==> src/hw/rtl/mer_pkg.sv <==
`default_nettype none

package mer_pkg;

  // Default sizes of the coordinate and semi-axis fields.
  localparam int MER_COORD_BITS  = 10;
  localparam int MER_RADIUS_BITS = 9;

  // Codes of the action field.
  localparam logic ACT_START = 1'b0;
  localparam logic ACT_STEP  = 1'b1;

  // Operations of the shared multiplier datapath, one per cycle.
  typedef enum logic [3:0] {
    OP_NONE,
    OP_RX2,
    OP_RY2,
    OP_RX2RY,
    OP_DIFF_START,
    OP_TT,
    OP_RY2TT,
    OP_DD,
    OP_RX2DD,
    OP_ACC,
    OP_RX2RY2,
    OP_DIFF_SWITCH,
    OP_QUARTER
  } mer_op_t;

  typedef struct packed {
    logic    start;
    logic    step_one;
    logic    step_two;
    logic    step_end;
    mer_op_t op;
  } mer_cmd_t;

  typedef struct packed {
    logic r1_go;
    logic y_neg;
    logic y_zero;
  } mer_stat_t;

endpackage

`default_nettype wire

==> src/hw/rtl/mer_if.sv <==
`default_nettype none

interface mer_in_if #(
  parameter int COORD_BITS  = 10,
  parameter int RADIUS_BITS = 9
);
  logic                   valid;
  logic                   ready;
  logic                   action;
  logic [COORD_BITS-1:0]  center_x;
  logic [COORD_BITS-1:0]  center_y;
  logic [RADIUS_BITS-1:0] radius_x;
  logic [RADIUS_BITS-1:0] radius_y;

  modport source (output valid, action, center_x, center_y, radius_x, radius_y,
                  input ready);
  modport sink (input valid, action, center_x, center_y, radius_x, radius_y,
                output ready);
endinterface

interface mer_out_if #(
  parameter int COORD_BITS = 10
);
  logic                         valid;
  logic                         ready;
  logic                         points_valid;
  logic signed [COORD_BITS+1:0] right_x;
  logic signed [COORD_BITS+1:0] left_x;
  logic signed [COORD_BITS+1:0] lower_y;
  logic signed [COORD_BITS+1:0] upper_y;
  logic                         done_res;

  modport source (output valid, points_valid, right_x, left_x, lower_y, upper_y, done_res,
                  input ready);
  modport sink (input valid, points_valid, right_x, left_x, lower_y, upper_y, done_res,
                output ready);
endinterface

`default_nettype wire

==> src/hw/rtl/midpoint_ellipse_rasterizer_top.sv <==
`default_nettype none

// Channel  Role    Word
// din      sink    action, center_x, center_y, radius_x, radius_y
// dout     source  points_valid, right_x, left_x, lower_y, upper_y, done_res
//
// Steady stepping runs at one word per cycle while dout keeps taking results.
// A start word is answered at once, then the shared multiplier works out the
// squares and the first decision value; din is not ready then.
// The first step past region one runs the multiplier/adder sequence to rebuild
// the decision value before its result word is issued.
// Reset is synchronous on rst; din is ready only while dout is empty or taken.

module midpoint_ellipse_rasterizer_top
  import mer_pkg::*;
#(
  parameter int COORD_BITS  = MER_COORD_BITS,
  parameter int RADIUS_BITS = MER_RADIUS_BITS
) (
  input  wire logic clk,
  input  wire logic rst,
  mer_in_if.sink    din,
  mer_out_if.source dout
);

  mer_cmd_t  cmd;
  mer_stat_t stat;

  mer_ctrl u_ctrl (
    .clk         (clk),
    .rst         (rst),
    .item_valid  (din.valid),
    .item_action (din.action),
    .item_ready  (din.ready),
    .res_ready   (dout.ready),
    .res_valid   (dout.valid),
    .stat        (stat),
    .cmd         (cmd)
  );

  mer_dp #(
    .COORD_BITS  (COORD_BITS),
    .RADIUS_BITS (RADIUS_BITS)
  ) u_dp (
    .clk          (clk),
    .cmd          (cmd),
    .center_x     (din.center_x),
    .center_y     (din.center_y),
    .radius_x     (din.radius_x),
    .radius_y     (din.radius_y),
    .stat         (stat),
    .points_valid (dout.points_valid),
    .right_x      (dout.right_x),
    .left_x       (dout.left_x),
    .lower_y      (dout.lower_y),
    .upper_y      (dout.upper_y),
    .done_res     (dout.done_res)
  );

  a_one_cmd: assert property (@(posedge clk) disable iff (rst)
    $onehot0({cmd.start, cmd.step_one, cmd.step_two, cmd.step_end}))
    else $error("more than one datapath command at once");

  a_step_idle_mul: assert property (@(posedge clk) disable iff (rst)
    (cmd.step_one || cmd.step_two) |-> (cmd.op == OP_NONE))
    else $error("step issued while the multiplier sequence runs");

  a_accept_free: assert property (@(posedge clk) disable iff (rst)
    (din.valid && din.ready) |-> (!dout.valid || dout.ready))
    else $error("word accepted while the result register is held");

  a_start_busy: assert property (@(posedge clk) disable iff (rst)
    (din.valid && din.ready && din.action == ACT_START) |=> !din.ready)
    else $error("ready during the start set-up");

endmodule

`default_nettype wire

==> src/hw/rtl/mer_ctrl.sv <==
`default_nettype none

module mer_ctrl
  import mer_pkg::*;
(
  input  wire logic      clk,
  input  wire logic      rst,
  input  wire logic      item_valid,
  input  wire logic      item_action,
  output logic           item_ready,
  input  wire logic      res_ready,
  output logic           res_valid,
  input  wire mer_stat_t stat,
  output mer_cmd_t       cmd
);

  typedef enum logic [1:0] {S_READY, S_SETUP, S_SWITCH, S_EMIT} state_t;
  typedef enum logic [1:0] {PH_IDLE, PH_ONE, PH_TWO, PH_DONE} phase_t;

  state_t  state;
  phase_t  phase;
  mer_op_t op;

  logic res_free;
  logic fire;
  logic push;

  function automatic mer_op_t next_op(input mer_op_t cur);
    mer_op_t nxt;
    case (cur)
      OP_RX2:         nxt = OP_RY2;
      OP_RY2:         nxt = OP_RX2RY;
      OP_RX2RY:       nxt = OP_DIFF_START;
      OP_DIFF_START:  nxt = OP_QUARTER;
      OP_TT:          nxt = OP_RY2TT;
      OP_RY2TT:       nxt = OP_DD;
      OP_DD:          nxt = OP_RX2DD;
      OP_RX2DD:       nxt = OP_ACC;
      OP_ACC:         nxt = OP_RX2RY2;
      OP_RX2RY2:      nxt = OP_DIFF_SWITCH;
      OP_DIFF_SWITCH: nxt = OP_QUARTER;
      default:        nxt = OP_NONE;
    endcase
    return nxt;
  endfunction

  assign res_free   = !res_valid || res_ready;
  assign item_ready = (state == S_READY) && res_free;
  assign fire       = item_valid && item_ready;

  always_comb begin
    cmd          = '0;
    cmd.op       = op;
    if (fire) begin
      if (item_action == ACT_START) begin
        cmd.start = 1'b1;
      end else begin
        case (phase)
          PH_ONE: cmd.step_one = stat.r1_go;
          PH_TWO: begin
            cmd.step_two = !stat.y_neg;
            cmd.step_end = stat.y_neg;
          end
          default: cmd.step_end = 1'b1;
        endcase
      end
    end else if (state == S_EMIT && res_free) begin
      cmd.step_two = !stat.y_neg;
      cmd.step_end = stat.y_neg;
    end
  end

  assign push = cmd.start || cmd.step_one || cmd.step_two || cmd.step_end;

  always_ff @(posedge clk) begin
    if (rst) begin
      state     <= S_READY;
      phase     <= PH_IDLE;
      op        <= OP_NONE;
      res_valid <= 1'b0;
    end else begin
      if (push) begin
        res_valid <= 1'b1;
      end else if (res_ready) begin
        res_valid <= 1'b0;
      end
      case (state)
        S_READY: begin
          if (fire) begin
            if (item_action == ACT_START) begin
              state <= S_SETUP;
              op    <= OP_RX2;
              phase <= PH_ONE;
            end else begin
              case (phase)
                PH_ONE: begin
                  // Leaving region one: the decision value is rebuilt first.
                  if (!stat.r1_go) begin
                    state <= S_SWITCH;
                    op    <= OP_TT;
                    phase <= PH_TWO;
                  end
                end
                PH_TWO: begin
                  if (stat.y_neg || stat.y_zero) begin
                    phase <= PH_DONE;
                  end
                end
                default: ;
              endcase
            end
          end
        end
        S_SETUP: begin
          op <= next_op(op);
          if (op == OP_QUARTER) begin
            state <= S_READY;
          end
        end
        S_SWITCH: begin
          op <= next_op(op);
          if (op == OP_QUARTER) begin
            state <= S_EMIT;
          end
        end
        S_EMIT: begin
          if (res_free) begin
            state <= S_READY;
            if (stat.y_neg || stat.y_zero) begin
              phase <= PH_DONE;
            end
          end
        end
        default: state <= S_READY;
      endcase
    end
  end

endmodule

`default_nettype wire

==> src/hw/rtl/mer_dp.sv <==
`default_nettype none

module mer_dp
  import mer_pkg::*;
#(
  parameter int COORD_BITS  = MER_COORD_BITS,
  parameter int RADIUS_BITS = MER_RADIUS_BITS
) (
  input  wire logic                   clk,
  input  wire mer_cmd_t               cmd,
  input  wire logic [COORD_BITS-1:0]  center_x,
  input  wire logic [COORD_BITS-1:0]  center_y,
  input  wire logic [RADIUS_BITS-1:0] radius_x,
  input  wire logic [RADIUS_BITS-1:0] radius_y,
  output mer_stat_t                   stat,
  output logic                        points_valid,
  output logic signed [COORD_BITS+1:0] right_x,
  output logic signed [COORD_BITS+1:0] left_x,
  output logic signed [COORD_BITS+1:0] lower_y,
  output logic signed [COORD_BITS+1:0] upper_y,
  output logic                        done_res
);

  localparam int XW      = RADIUS_BITS + 1;
  localparam int YW      = RADIUS_BITS + 2;
  localparam int SQ_W    = 2 * RADIUS_BITS;
  localparam int MB_W    = 2 * RADIUS_BITS + 4;
  localparam int PROD_W  = 4 * RADIUS_BITS + 4;
  localparam int CROSS_W = 3 * RADIUS_BITS + 3;
  localparam int DEC_W   = 4 * RADIUS_BITS + 4;
  localparam int ACC_W   = PROD_W + 2;
  localparam int DIFF_W  = PROD_W + 3;
  localparam int OUT_W   = COORD_BITS + 2;
  localparam int SUM_W   = ((COORD_BITS > YW) ? COORD_BITS : YW) + 2;

  logic [COORD_BITS-1:0]  saved_center_x;
  logic [COORD_BITS-1:0]  saved_center_y;
  logic [RADIUS_BITS-1:0] rad_x;
  logic [RADIUS_BITS-1:0] rad_y;
  logic [SQ_W-1:0]        rx_squared;
  logic [SQ_W-1:0]        ry_squared;
  logic [XW-1:0]          offset_x;
  logic signed [YW-1:0]   offset_y;
  logic [CROSS_W-1:0]     cross_x;
  logic [CROSS_W-1:0]     cross_y;
  logic [DEC_W-1:0]       decision;
  logic [PROD_W-1:0]      prod;
  logic [ACC_W-1:0]       acc;
  logic signed [DIFF_W-1:0] diff;

  logic [SQ_W-1:0]          mul_a;
  logic [MB_W-1:0]          mul_b;
  logic [PROD_W-1:0]        mul_p;
  logic [XW:0]              t_odd;
  logic signed [YW:0]       ym1;
  logic [YW:0]              ad_full;
  logic [YW-1:0]            ad;
  logic signed [DIFF_W-1:0] diff_new;
  logic signed [DIFF_W-1:0] diff_adj;
  logic [CROSS_W-1:0]       cx_n;
  logic [CROSS_W-1:0]       cy_n;
  logic [DEC_W-1:0]         dec1a;
  logic [DEC_W-1:0]         dec1b;
  logic [DEC_W-1:0]         dec2a;
  logic [DEC_W-1:0]         dec2b;
  logic                     dec_neg;
  logic                     dec_pos;
  logic signed [SUM_W-1:0]  scx;
  logic signed [SUM_W-1:0]  scy;
  logic signed [SUM_W-1:0]  sox;
  logic signed [SUM_W-1:0]  soy;
  logic signed [SUM_W-1:0]  s_right;
  logic signed [SUM_W-1:0]  s_left;
  logic signed [SUM_W-1:0]  s_lower;
  logic signed [SUM_W-1:0]  s_upper;

  // Terms of the region-two start value: 2x+1 and |y-1|.
  assign t_odd   = {offset_x, 1'b1};
  assign ym1     = {offset_y[YW-1], offset_y} - (YW + 1)'(1);
  assign ad_full = ym1[YW] ? (YW + 1)'(-ym1) : ym1;
  assign ad      = ad_full[YW-1:0];

  always_comb begin
    case (cmd.op)
      OP_RX2:    begin mul_a = SQ_W'(rad_x);    mul_b = MB_W'(rad_x);       end
      OP_RY2:    begin mul_a = SQ_W'(rad_y);    mul_b = MB_W'(rad_y);       end
      OP_RX2RY:  begin mul_a = rx_squared;      mul_b = MB_W'(rad_y);       end
      OP_TT:     begin mul_a = SQ_W'(t_odd);    mul_b = MB_W'(t_odd);       end
      OP_RY2TT:  begin mul_a = ry_squared;      mul_b = prod[MB_W-1:0];     end
      OP_DD:     begin mul_a = SQ_W'(ad);       mul_b = MB_W'(ad);          end
      OP_RX2DD:  begin mul_a = rx_squared;      mul_b = prod[MB_W-1:0];     end
      OP_RX2RY2: begin mul_a = rx_squared;      mul_b = MB_W'(ry_squared);  end
      default:   begin mul_a = '0;              mul_b = '0;                 end
    endcase
  end

  assign mul_p = PROD_W'(mul_a) * PROD_W'(mul_b);

  assign diff_new = $signed({1'b0, acc}) - $signed({1'b0, prod, 2'b00});
  // Adding 3 to a negative value makes the shift truncate toward zero.
  assign diff_adj = diff + $signed({{(DIFF_W-2){1'b0}}, {2{diff[DIFF_W-1]}}});

  assign cx_n    = cross_x + CROSS_W'({ry_squared, 1'b0});
  assign cy_n    = cross_y - CROSS_W'({rx_squared, 1'b0});
  assign dec1a   = decision + DEC_W'(cx_n) + DEC_W'(ry_squared);
  assign dec1b   = decision + DEC_W'(cx_n) - DEC_W'(cy_n) + DEC_W'(ry_squared);
  assign dec2a   = decision + DEC_W'(rx_squared) - DEC_W'(cy_n);
  assign dec2b   = decision + DEC_W'(cx_n) - DEC_W'(cy_n) + DEC_W'(rx_squared);
  assign dec_neg = decision[DEC_W-1];
  assign dec_pos = !decision[DEC_W-1] && (decision != '0);

  assign scx     = SUM_W'(saved_center_x);
  assign scy     = SUM_W'(saved_center_y);
  assign sox     = SUM_W'(offset_x);
  assign soy     = SUM_W'(offset_y);
  assign s_right = scx + sox;
  assign s_left  = scx - sox;
  assign s_lower = scy + soy;
  assign s_upper = scy - soy;

  assign stat.r1_go  = $signed(cross_x) < $signed(cross_y);
  assign stat.y_neg  = offset_y[YW-1];
  assign stat.y_zero = (offset_y == '0);

  always_ff @(posedge clk) begin
    case (cmd.op)
      OP_RX2: rx_squared <= mul_p[SQ_W-1:0];
      OP_RY2: ry_squared <= mul_p[SQ_W-1:0];
      OP_RX2RY: begin
        prod <= mul_p;
        acc  <= ACC_W'({ry_squared, 2'b00}) + ACC_W'(rx_squared);
      end
      OP_DIFF_START: begin
        diff    <= diff_new;
        cross_y <= {prod[CROSS_W-2:0], 1'b0};
      end
      OP_TT, OP_DD, OP_RX2DD, OP_RX2RY2: prod <= mul_p;
      OP_RY2TT:       acc      <= ACC_W'(mul_p);
      OP_ACC:         acc      <= acc + {prod, 2'b00};
      OP_DIFF_SWITCH: diff     <= diff_new;
      OP_QUARTER:     decision <= diff_adj[DEC_W+1:2];
      default: ;
    endcase

    if (cmd.start) begin
      saved_center_x <= center_x;
      saved_center_y <= center_y;
      rad_x          <= radius_x;
      rad_y          <= radius_y;
      offset_x       <= '0;
      offset_y       <= YW'(radius_y);
      cross_x        <= '0;
    end

    if (cmd.step_one) begin
      offset_x <= offset_x + XW'(1);
      cross_x  <= cx_n;
      if (dec_neg) begin
        decision <= dec1a;
      end else begin
        offset_y <= offset_y - YW'(1);
        cross_y  <= cy_n;
        decision <= dec1b;
      end
    end

    if (cmd.step_two) begin
      offset_y <= offset_y - YW'(1);
      cross_y  <= cy_n;
      if (dec_pos) begin
        decision <= dec2a;
      end else begin
        offset_x <= offset_x + XW'(1);
        cross_x  <= cx_n;
        decision <= dec2b;
      end
    end

    if (cmd.step_one || cmd.step_two) begin
      points_valid <= 1'b1;
      right_x      <= s_right[OUT_W-1:0];
      left_x       <= s_left[OUT_W-1:0];
      lower_y      <= s_lower[OUT_W-1:0];
      upper_y      <= s_upper[OUT_W-1:0];
      // The point at y = 0 is the last one of the second region.
      done_res     <= cmd.step_two && stat.y_zero;
    end else if (cmd.start || cmd.step_end) begin
      points_valid <= 1'b0;
      right_x      <= '0;
      left_x       <= '0;
      lower_y      <= '0;
      upper_y      <= '0;
      done_res     <= cmd.step_end;
    end
  end

endmodule

`default_nettype wire

==> src/flat_wrapper.sv <==
// flat-port wrapper written by rule: the top's interface ports become plain ports
module midpoint_ellipse_rasterizer_top_flat import mer_pkg::*;
#(
  parameter int COORD_BITS  = MER_COORD_BITS,
  parameter int RADIUS_BITS = MER_RADIUS_BITS
)
  (clk, rst, din_valid, din_action, din_center_x, din_center_y, din_radius_x, din_radius_y, din_ready, dout_valid, dout_points_valid, dout_right_x, dout_left_x, dout_lower_y, dout_upper_y, dout_done_res, dout_ready);
  mer_in_if #(.COORD_BITS(COORD_BITS), .RADIUS_BITS(RADIUS_BITS)) din_i ();
  mer_out_if #(.COORD_BITS(COORD_BITS)) dout_i ();
  input  wire logic clk;
  input  wire logic rst;
  input wire logic [$bits(din_i.valid)-1:0] din_valid;
  input wire logic [$bits(din_i.action)-1:0] din_action;
  input wire logic [$bits(din_i.center_x)-1:0] din_center_x;
  input wire logic [$bits(din_i.center_y)-1:0] din_center_y;
  input wire logic [$bits(din_i.radius_x)-1:0] din_radius_x;
  input wire logic [$bits(din_i.radius_y)-1:0] din_radius_y;
  output wire logic [$bits(din_i.ready)-1:0] din_ready;
  output wire logic [$bits(dout_i.valid)-1:0] dout_valid;
  output wire logic [$bits(dout_i.points_valid)-1:0] dout_points_valid;
  output wire logic [$bits(dout_i.right_x)-1:0] dout_right_x;
  output wire logic [$bits(dout_i.left_x)-1:0] dout_left_x;
  output wire logic [$bits(dout_i.lower_y)-1:0] dout_lower_y;
  output wire logic [$bits(dout_i.upper_y)-1:0] dout_upper_y;
  output wire logic [$bits(dout_i.done_res)-1:0] dout_done_res;
  input wire logic [$bits(dout_i.ready)-1:0] dout_ready;
  assign din_i.valid = din_valid;
  assign din_i.action = din_action;
  assign din_i.center_x = din_center_x;
  assign din_i.center_y = din_center_y;
  assign din_i.radius_x = din_radius_x;
  assign din_i.radius_y = din_radius_y;
  assign din_ready = din_i.ready;
  assign dout_valid = dout_i.valid;
  assign dout_points_valid = dout_i.points_valid;
  assign dout_right_x = dout_i.right_x;
  assign dout_left_x = dout_i.left_x;
  assign dout_lower_y = dout_i.lower_y;
  assign dout_upper_y = dout_i.upper_y;
  assign dout_done_res = dout_i.done_res;
  assign dout_i.ready = dout_ready;
  midpoint_ellipse_rasterizer_top #(.COORD_BITS(COORD_BITS), .RADIUS_BITS(RADIUS_BITS)) u_core (.clk(clk), .rst(rst), .din(din_i), .dout(dout_i));
endmodule
==> config.mk <==
export PLATFORM = sky130hd
export DESIGN_NAME = midpoint_ellipse_rasterizer_top_flat
export DESIGN_NICKNAME = d
export VERILOG_FILES = /design/src/hw/rtl/mer_pkg.sv /design/src/hw/rtl/mer_if.sv /design/src/hw/rtl/midpoint_ellipse_rasterizer_top.sv /design/src/hw/rtl/mer_ctrl.sv /design/src/hw/rtl/mer_dp.sv /design/src/flat_wrapper.sv
export SDC_FILE = /design/constraint.sdc
export NUM_CORES = 2
export LEC_CHECK = 0
export ABC_AREA = 1
export BUFFER_PORTS_ARGS = -buffer_cell sky130_fd_sc_hd__buf_2
export CORE_ASPECT_RATIO = 0.75
export CORE_MARGIN = 2
export CORE_UTILIZATION = 60
export CTS_BUF_LIST = sky130_fd_sc_hd__clkbuf_4 sky130_fd_sc_hd__clkbuf_8
export DETAILED_ROUTE_END_ITERATION = 10
export PLACE_DENSITY = 0.77
export SLEW_MARGIN = 10
export SYNTH_ARGS = -nofsm -noshare
export SYNTH_HDL_FRONTEND = slang
export SYNTH_SLANG_ARGS = --single-unit
==> constraint.sdc <==
create_clock -name clk -period 9.1 [get_ports clk]
set_clock_uncertainty 0.15 [all_clocks]
set_input_delay 0.455 -clock clk [delete_from_list [all_inputs] [get_ports clk]]
set_output_delay 0.455 -clock clk [all_outputs]
set_load 0.005 [all_outputs]
# == After elaboration in Yosys (flattened, before gate mapping) ==
# Memories as Yosys holds them, arrays and structs flattened. A register that Yosys moved wholly into a read port is not among the register bits.
# Cells that the tools add are included.
# totals
regBits,379
rom_bits,128
in_bits,43
output_inout_bits,52
elab_cells,171
mem_count,2
# mem_list
memory,depth,width,rd,rd_ports_with_merged_regs,write_ports,line,text
(name not given),16,4,1,1,0,mer_ctrl.sv:30,case (cur)
(name not given),16,4,1,1,0,mer_ctrl.sv:30,
# classes
n_addsub,21
n_mul,1
order_cmp,1
eq_ne,25
muxes,65
n_reduce_logical,32
# op_table
operator,count
30-bit two-way mux,8
40-bit two-way mux,5
40-bit by 18-bit adder with 40-bit output,4
22-bit case mux with 6 select lines,1
42-bit case mux with 3 select lines,1
18-bit case mux with 6 select lines,1
40-bit by 30-bit subtractor with 40-bit output,2
12-bit two-way mux,5
11-bit two-way mux,5
42-bit by 42-bit subtractor with 43-bit output,1
42-bit by 3-bit adder with 42-bit output,1
42-bit adder,1
40-bit by 30-bit adder with 40-bit output,1
18-bit by 22-bit multiplier with 40-bit output,1
10-bit two-way mux,4
40-bit nonzero test,1
4-bit two-way mux,8
30-bit by 19-bit adder with 30-bit output,1
30-bit less-than comparator,1
30-bit by 19-bit subtractor with 30-bit output,1
2-bit two-way mux,14
20-bit by 18-bit adder with 21-bit output,1
"4-bit equality test, second input constant",5
"4-bit by 3-bit equality test with 1-bit output, second input constant",4
other kinds (36),68

# == Depth between registers and ports, before layout ==
# logic_depth
word_depth,9
mapped_depth,53
mapped_depth_nobuf,53

# == Hierarchy ==
# From an unflattened synthesis, not the netlist that was laid out.
# hier_totals
cells_unflattened,7094
hier_area_um2,50593.5
# by_module_without_submodules
mod,instances,cells_each,area_per_inst_um2
mer_dp,1,6941,49617.6
mer_ctrl,1,153,975.9

# == Worst setup path before layout ==
# Ideal clock, no wire load.
# synth_path
kind,register to register
from,reg u_core.u_dp.offset_y[0]
to,"reg u_core.u_dp.acc[37], data pin"
setup_time_ns,0.256
arrival_time_ns,7.654
path_slack_ns,1.040
path_stages_with_launch,42
n_path_buf,1
period_less_slack_ns,8.060
path_cell_list,dfxtp_1 -> inv_2 -> ha_1 -> xnor2_1 -> inv_1 -> nor3_2 -> nand3_1 -> nor3_2 -> a31oi_1 -> or2_1 -> a32oi_1 -> o221ai_2 -> clkbuf_1 -> nand2_1 -> fa_1 -> fa_1 -> fa_1 -> inv_1 -> [... 6 more ...] -> a21oi_1 -> a21boi_0 -> nand2_1 -> nand3_1 -> nand2_1 -> a21oi_1 -> inv_1 -> a21oi_1 -> o21ai_0 -> nand3_1 -> nand2_1 -> nand2_1 -> nand2_1 -> nand3_1 -> nand2_1 -> xor2_1 -> nand2_1 -> nand2_1
# synth_between
elab_chain_len,6
elab_cells_between_ends,7
cone_classes,add/sub: 2; mul: 1; mux: 4
# synth_rtl
item,line,text
from (decl),mer_dp.sv:43,logic signed [YW-1:0] offset_y;
from (signal assigned),mer_dp.sv:151,offset_y <= YW'(radius_y);
from (signal assigned),mer_dp.sv:161,offset_y <= offset_y - YW'(1);
from (signal assigned),mer_dp.sv:168,offset_y <= offset_y - YW'(1);
11-bit by 2-bit subtractor with 12-bit output *,mer_dp.sv:79,"assign ym1 = {offset_y[YW-1], offset_y} - (YW + 1)'(1);"
11-bit negation,mer_dp.sv:80,assign ad_full = ym1[YW] ? (YW + 1)'(-ym1) : ym1;
11-bit two-way mux *,mer_dp.sv:80,
18-bit case mux with 6 select lines or 22-bit case mux with 6 select lines (tied branches),mer_dp.sv:84,case (cmd.op)
18-bit by 22-bit multiplier with 40-bit output *,mer_dp.sv:97,assign mul_p = PROD_W'(mul_a) * PROD_W'(mul_b);
named net u_core.u_dp.mul_p[37],mer_dp.sv:53,logic [PROD_W-1:0] mul_p;
42-bit case mux with 3 select lines *,mer_dp.sv:126,case (cmd.op)
to (signal assigned),mer_dp.sv:131,"acc <= ACC_W'({ry_squared, 2'b00}) + ACC_W'(rx_squared);"
to (signal assigned),mer_dp.sv:138,OP_RY2TT: acc <= ACC_W'(mul_p);
to (signal assigned),mer_dp.sv:139,"OP_ACC: acc <= acc + {prod, 2'b00};"
to (decl),mer_dp.sv:48,logic [ACC_W-1:0] acc;
# The timed path passes the listed nets; every way through them passes the cells marked *.
# A chain may end at the register's enable or synchronous reset.

# == Worst setup path after layout ==
# layout_path
from,reg u_core.u_dp.offset_y[2]
to,"reg u_core.u_dp.prod[34], data pin"
# layout_between
elab_chain_len,5
elab_cells_between_ends,6
cone_classes,add/sub: 2; mul: 1; mux: 3
# layout_rtl
item,line,text
11-bit by 2-bit subtractor with 12-bit output *,mer_dp.sv:79,
11-bit negation,mer_dp.sv:80,
11-bit two-way mux *,mer_dp.sv:80,
18-bit case mux with 6 select lines or 22-bit case mux with 6 select lines (tied branches),mer_dp.sv:84,
18-bit by 22-bit multiplier with 40-bit output *,mer_dp.sv:97,
named net u_core.u_dp.mul_p[34],mer_dp.sv:53,
to (signal assigned),mer_dp.sv:130,prod <= mul_p;
to (signal assigned),mer_dp.sv:137,"OP_TT, OP_DD, OP_RX2DD, OP_RX2RY2: prod <= mul_p;"
to (decl),mer_dp.sv:47,logic [PROD_W-1:0] prod;
# Marks and branches as above.

==> impl_metrics.yaml <==
run_status:
  status: "finished clean"
cts:
  cts_root_buf: "clkbuf_8"
  clk_pin_slew_ps: 70
  clk_latency_ps: 710
  numCtsBuffers: 71
  clk_path_buf_depth: 3
  cts.sinks: 379
  h-tree-depth: 3
  tritoncts: "built"
hold_path:
  holdCritPathClass: "in2reg"
grt:
  met1_usage: 0.596
  antenna_found_initial: 6
  grt_use_met3: 0.127
  grt_start_max_net_pins: 76
  gr-max-usage-layer: "met1"
  first_global_vias: 47300
  grt_overflow: 0
  grt_use_met2: 0.588
  grt_pass1_wl_um: 275000
  groute.usage.overall: 0.414
placement:
  dpl_worst_slack_ps: 132
  dp.cells: 8228
  globalplace.congestion: 1.05
  placed_area_mm2: 0.0526
  io_buffer_count: 93
  dp_hpwl_um: 151000
timing:
  setup_viol: 0
  fin_crit_sh: 0.949
  maxSlewHeadroom: 0.201
  final-hold-violation-count: 0
  worst_slew_pin_slew_ps: 1200
  finalSetupTns_ps: 0
  fin_crit_ps: 8630
  drv_slew: 0
  setup_ws_ps: 465
  max_freq_ghz: 0.116
synthesis:
  yosys.area.top_type: "edfxtp_1"
  ys_seq_elements: 379
  synth_cells: 7071
  synthXorXnorAreaFrac: 0.0494
  ys.flop_type: "edfxtp_1"
  synth_fp_nets: 7954
  synth_top_family_by_area: "adder cells"
  yosysSeqAreaShare: 0.207
  syn_area_per_cell_um2: 7.15
  synth_top_area_frac: 0.170
  synth_fa_ha_area_frac: 0.260
  netlist_area_mm2: 0.0506
  async_reset_ff_frac: 0
  synth-compound-area-share: 0.123
  yosysMostFrequentCell: "nand2_1"
  synthDistinctLibCells: 74
  synth.top_cells.by_count: "nand2_1, inv_1, nor2_1, ha_1, a21oi_1"
  synth_edf_count: 286
  yosysWarningCount: 0
  synth_simple_gate_area_frac: 0.241
  synthTopCellsByArea: "edfxtp_1, fa_1, nand2_1"
  muxShareOfSynthArea: 0
critical_path:
  r2r_start: "u_core.u_dp.offset_y[2]$_DFF_P_"
  crit_path_start_kind: "flop"
  r2r_slack_ps: 470
  worstSetupPathType: "reg2reg"
  crit_path_frequent_cell: "fa_1"
  end_kind: "flop"
  required_ps: 9400
  crit_path_end: "u_core.u_dp.prod[34]$_DFFE_PP_"
  critPathMaxFanout: 9
  reg2reg_depth: 36
  r2r-end: "u_core.u_dp.prod[34]$_DFFE_PP_"
  cp.arrival_ps: 8930
  crit_path_max_incr_delay_ps: 550
  critPathLaunch: "u_core.u_dp.offset_y[2]$_DFF_P_"
  slowest_stage: "fa_1"
floorplanning:
  die_x_um: 339
  die_y_um: 255
  coreArea_mm2: 0.0838
  rows: 92
  start_util: 0.604
  io_pins: 95
  dieArea_mm2: 0.0867
final_layout:
  fin_area_mm2: 0.0547
  drive_gt1_frac: 0.0719
  fin_nets: 8103
  areaGrowthSynthToFinish_pct: 8.06
  fin_cells: 8406
drt:
  ant_nets: 0
  dr_total_vias: 49400
  wl_per_cell_um: 21.6
  routed_via_density: 5.87
  drt_iter0_drc: 6334
  drc: 0
  wirelength_um: 181000
  drt_pass1_iterations: 9
flow_run:
  maxCapViolations: 0
[worst max-delay path: cells and delay by family (launching register included)]
kind,cells,cell delay (ps)
AND/OR/NAND/NOR,14,2190
AO/OA/AOI/OAI,9,1720
buffers and inverters,6,580
adder cells (fa/ha/maj),7,3350
flip-flops,1,390
[registers in the layout, indices dropped and copies added (netlist names), 12 cells and up, named ones only]
register,cells
u_core.u_dp.diff,43
u_core.u_dp.acc,42
u_core.u_dp.decision,40
u_core.u_dp.prod,40
u_core.u_dp.cross_x,30
u_core.u_dp.cross_y,30
u_core.u_dp.rx_squared,18
u_core.u_dp.ry_squared,18
u_core.u_dp.upper_y,12
[area by class of cell]
type	instances	area, um2
fill	7586	29100
sequential	379	10500
tap	1128	1410
inverter	1423	5350
clock buffer	94	1170
clock inverter	33	302
timing repair buffer	237	1660
multi-input combinational	5108	34300
antenna	4	10.0
[what timing repair did]
| action | in CTS | in global routing |
|---|---|---|
| setup buffers | 0 | 7 |
| hold buffers | 40 | 0 |
| hold endpoints to repair | 51 | 0 |
| resized for setup | 0 | 37 |
| setup endpoints to repair | 0 | 21 |
[layer usage]
| layer | vias to the layer above | wire, um | part of all wire |
|---|---|---|---|
| met1 | 23100 | 75900 | 0.42 |
| met5 | - | 166 | 0.00092 |
| met4 | 6 | 6890 | 0.038 |
| met3 | 416 | 26000 | 0.14 |
| met2 | 2978 | 72400 | 0.40 |
| li1 | 22800 | - | - |
[logic make-up after synthesis]
family	count (synthesis)
and+or+nand+nor	2894
buffers and inverters	1584
AOI/OAI and AO/OA	1088
adders and majority gates	840
DFF	379
xor gates and xnor gates	285
other	1
[per-stage QoR]
stage	utilization	hold WS (ps)
floorplan	-	250
global placement	0.627	253
detailed placement	0.627	257
CTS	0.650	70.5
global route	0.652	116
finish	0.652	139
[how the worst min path moves through the flow]
stage / startpoint / endpoint / slack [ps] / cells past startpoint
floorplan: u_core.u_dp.acc[0]$_DFFE_PP_ / u_core.u_dp.diff[0]$_DFFE_PP_ / 250 / 0
global placement: u_core.u_dp.acc[1]$_DFFE_PP_ / u_core.u_dp.diff[1]$_DFFE_PP_ / 250 / 0
detailed placement: u_core.u_dp.acc[1]$_DFFE_PP_ / u_core.u_dp.diff[1]$_DFFE_PP_ / 260 / 0
CTS: din_action / u_core.u_ctrl.state[0]$_SDFFE_PP0P_ / 70 / 4
global route: din_action / u_core.u_ctrl.state[1]$_SDFFE_PP0P_ / 120 / 5
finish: din_action / u_core.u_ctrl.state[0]$_SDFFE_PP0P_ / 140 / 4
[layout by cell type (no fill, tap or decap), types with 36 or more instances in the layout]
cell type      instances
clkbuf_8              75
o21ai_0              315
nand2_2               36
nand2_1             1686
nand3_1              322
ha_1                 489
inv_1               1384
nor2_1               545
xnor2_1               65
o21bai_1              40
nand4_1               53
dfxtp_1               92
xor2_1               219
fa_1                 351
dlygate4sd3_1         40
buf_4                101
buf_2                 93
edfxtp_1             286
a21oi_1              449
o211ai_1              41
nor3_1                94
Power is left out: the tool's default activity adds up to more than one toggle a clock period on the data nets, which glitch-free logic cannot reach.
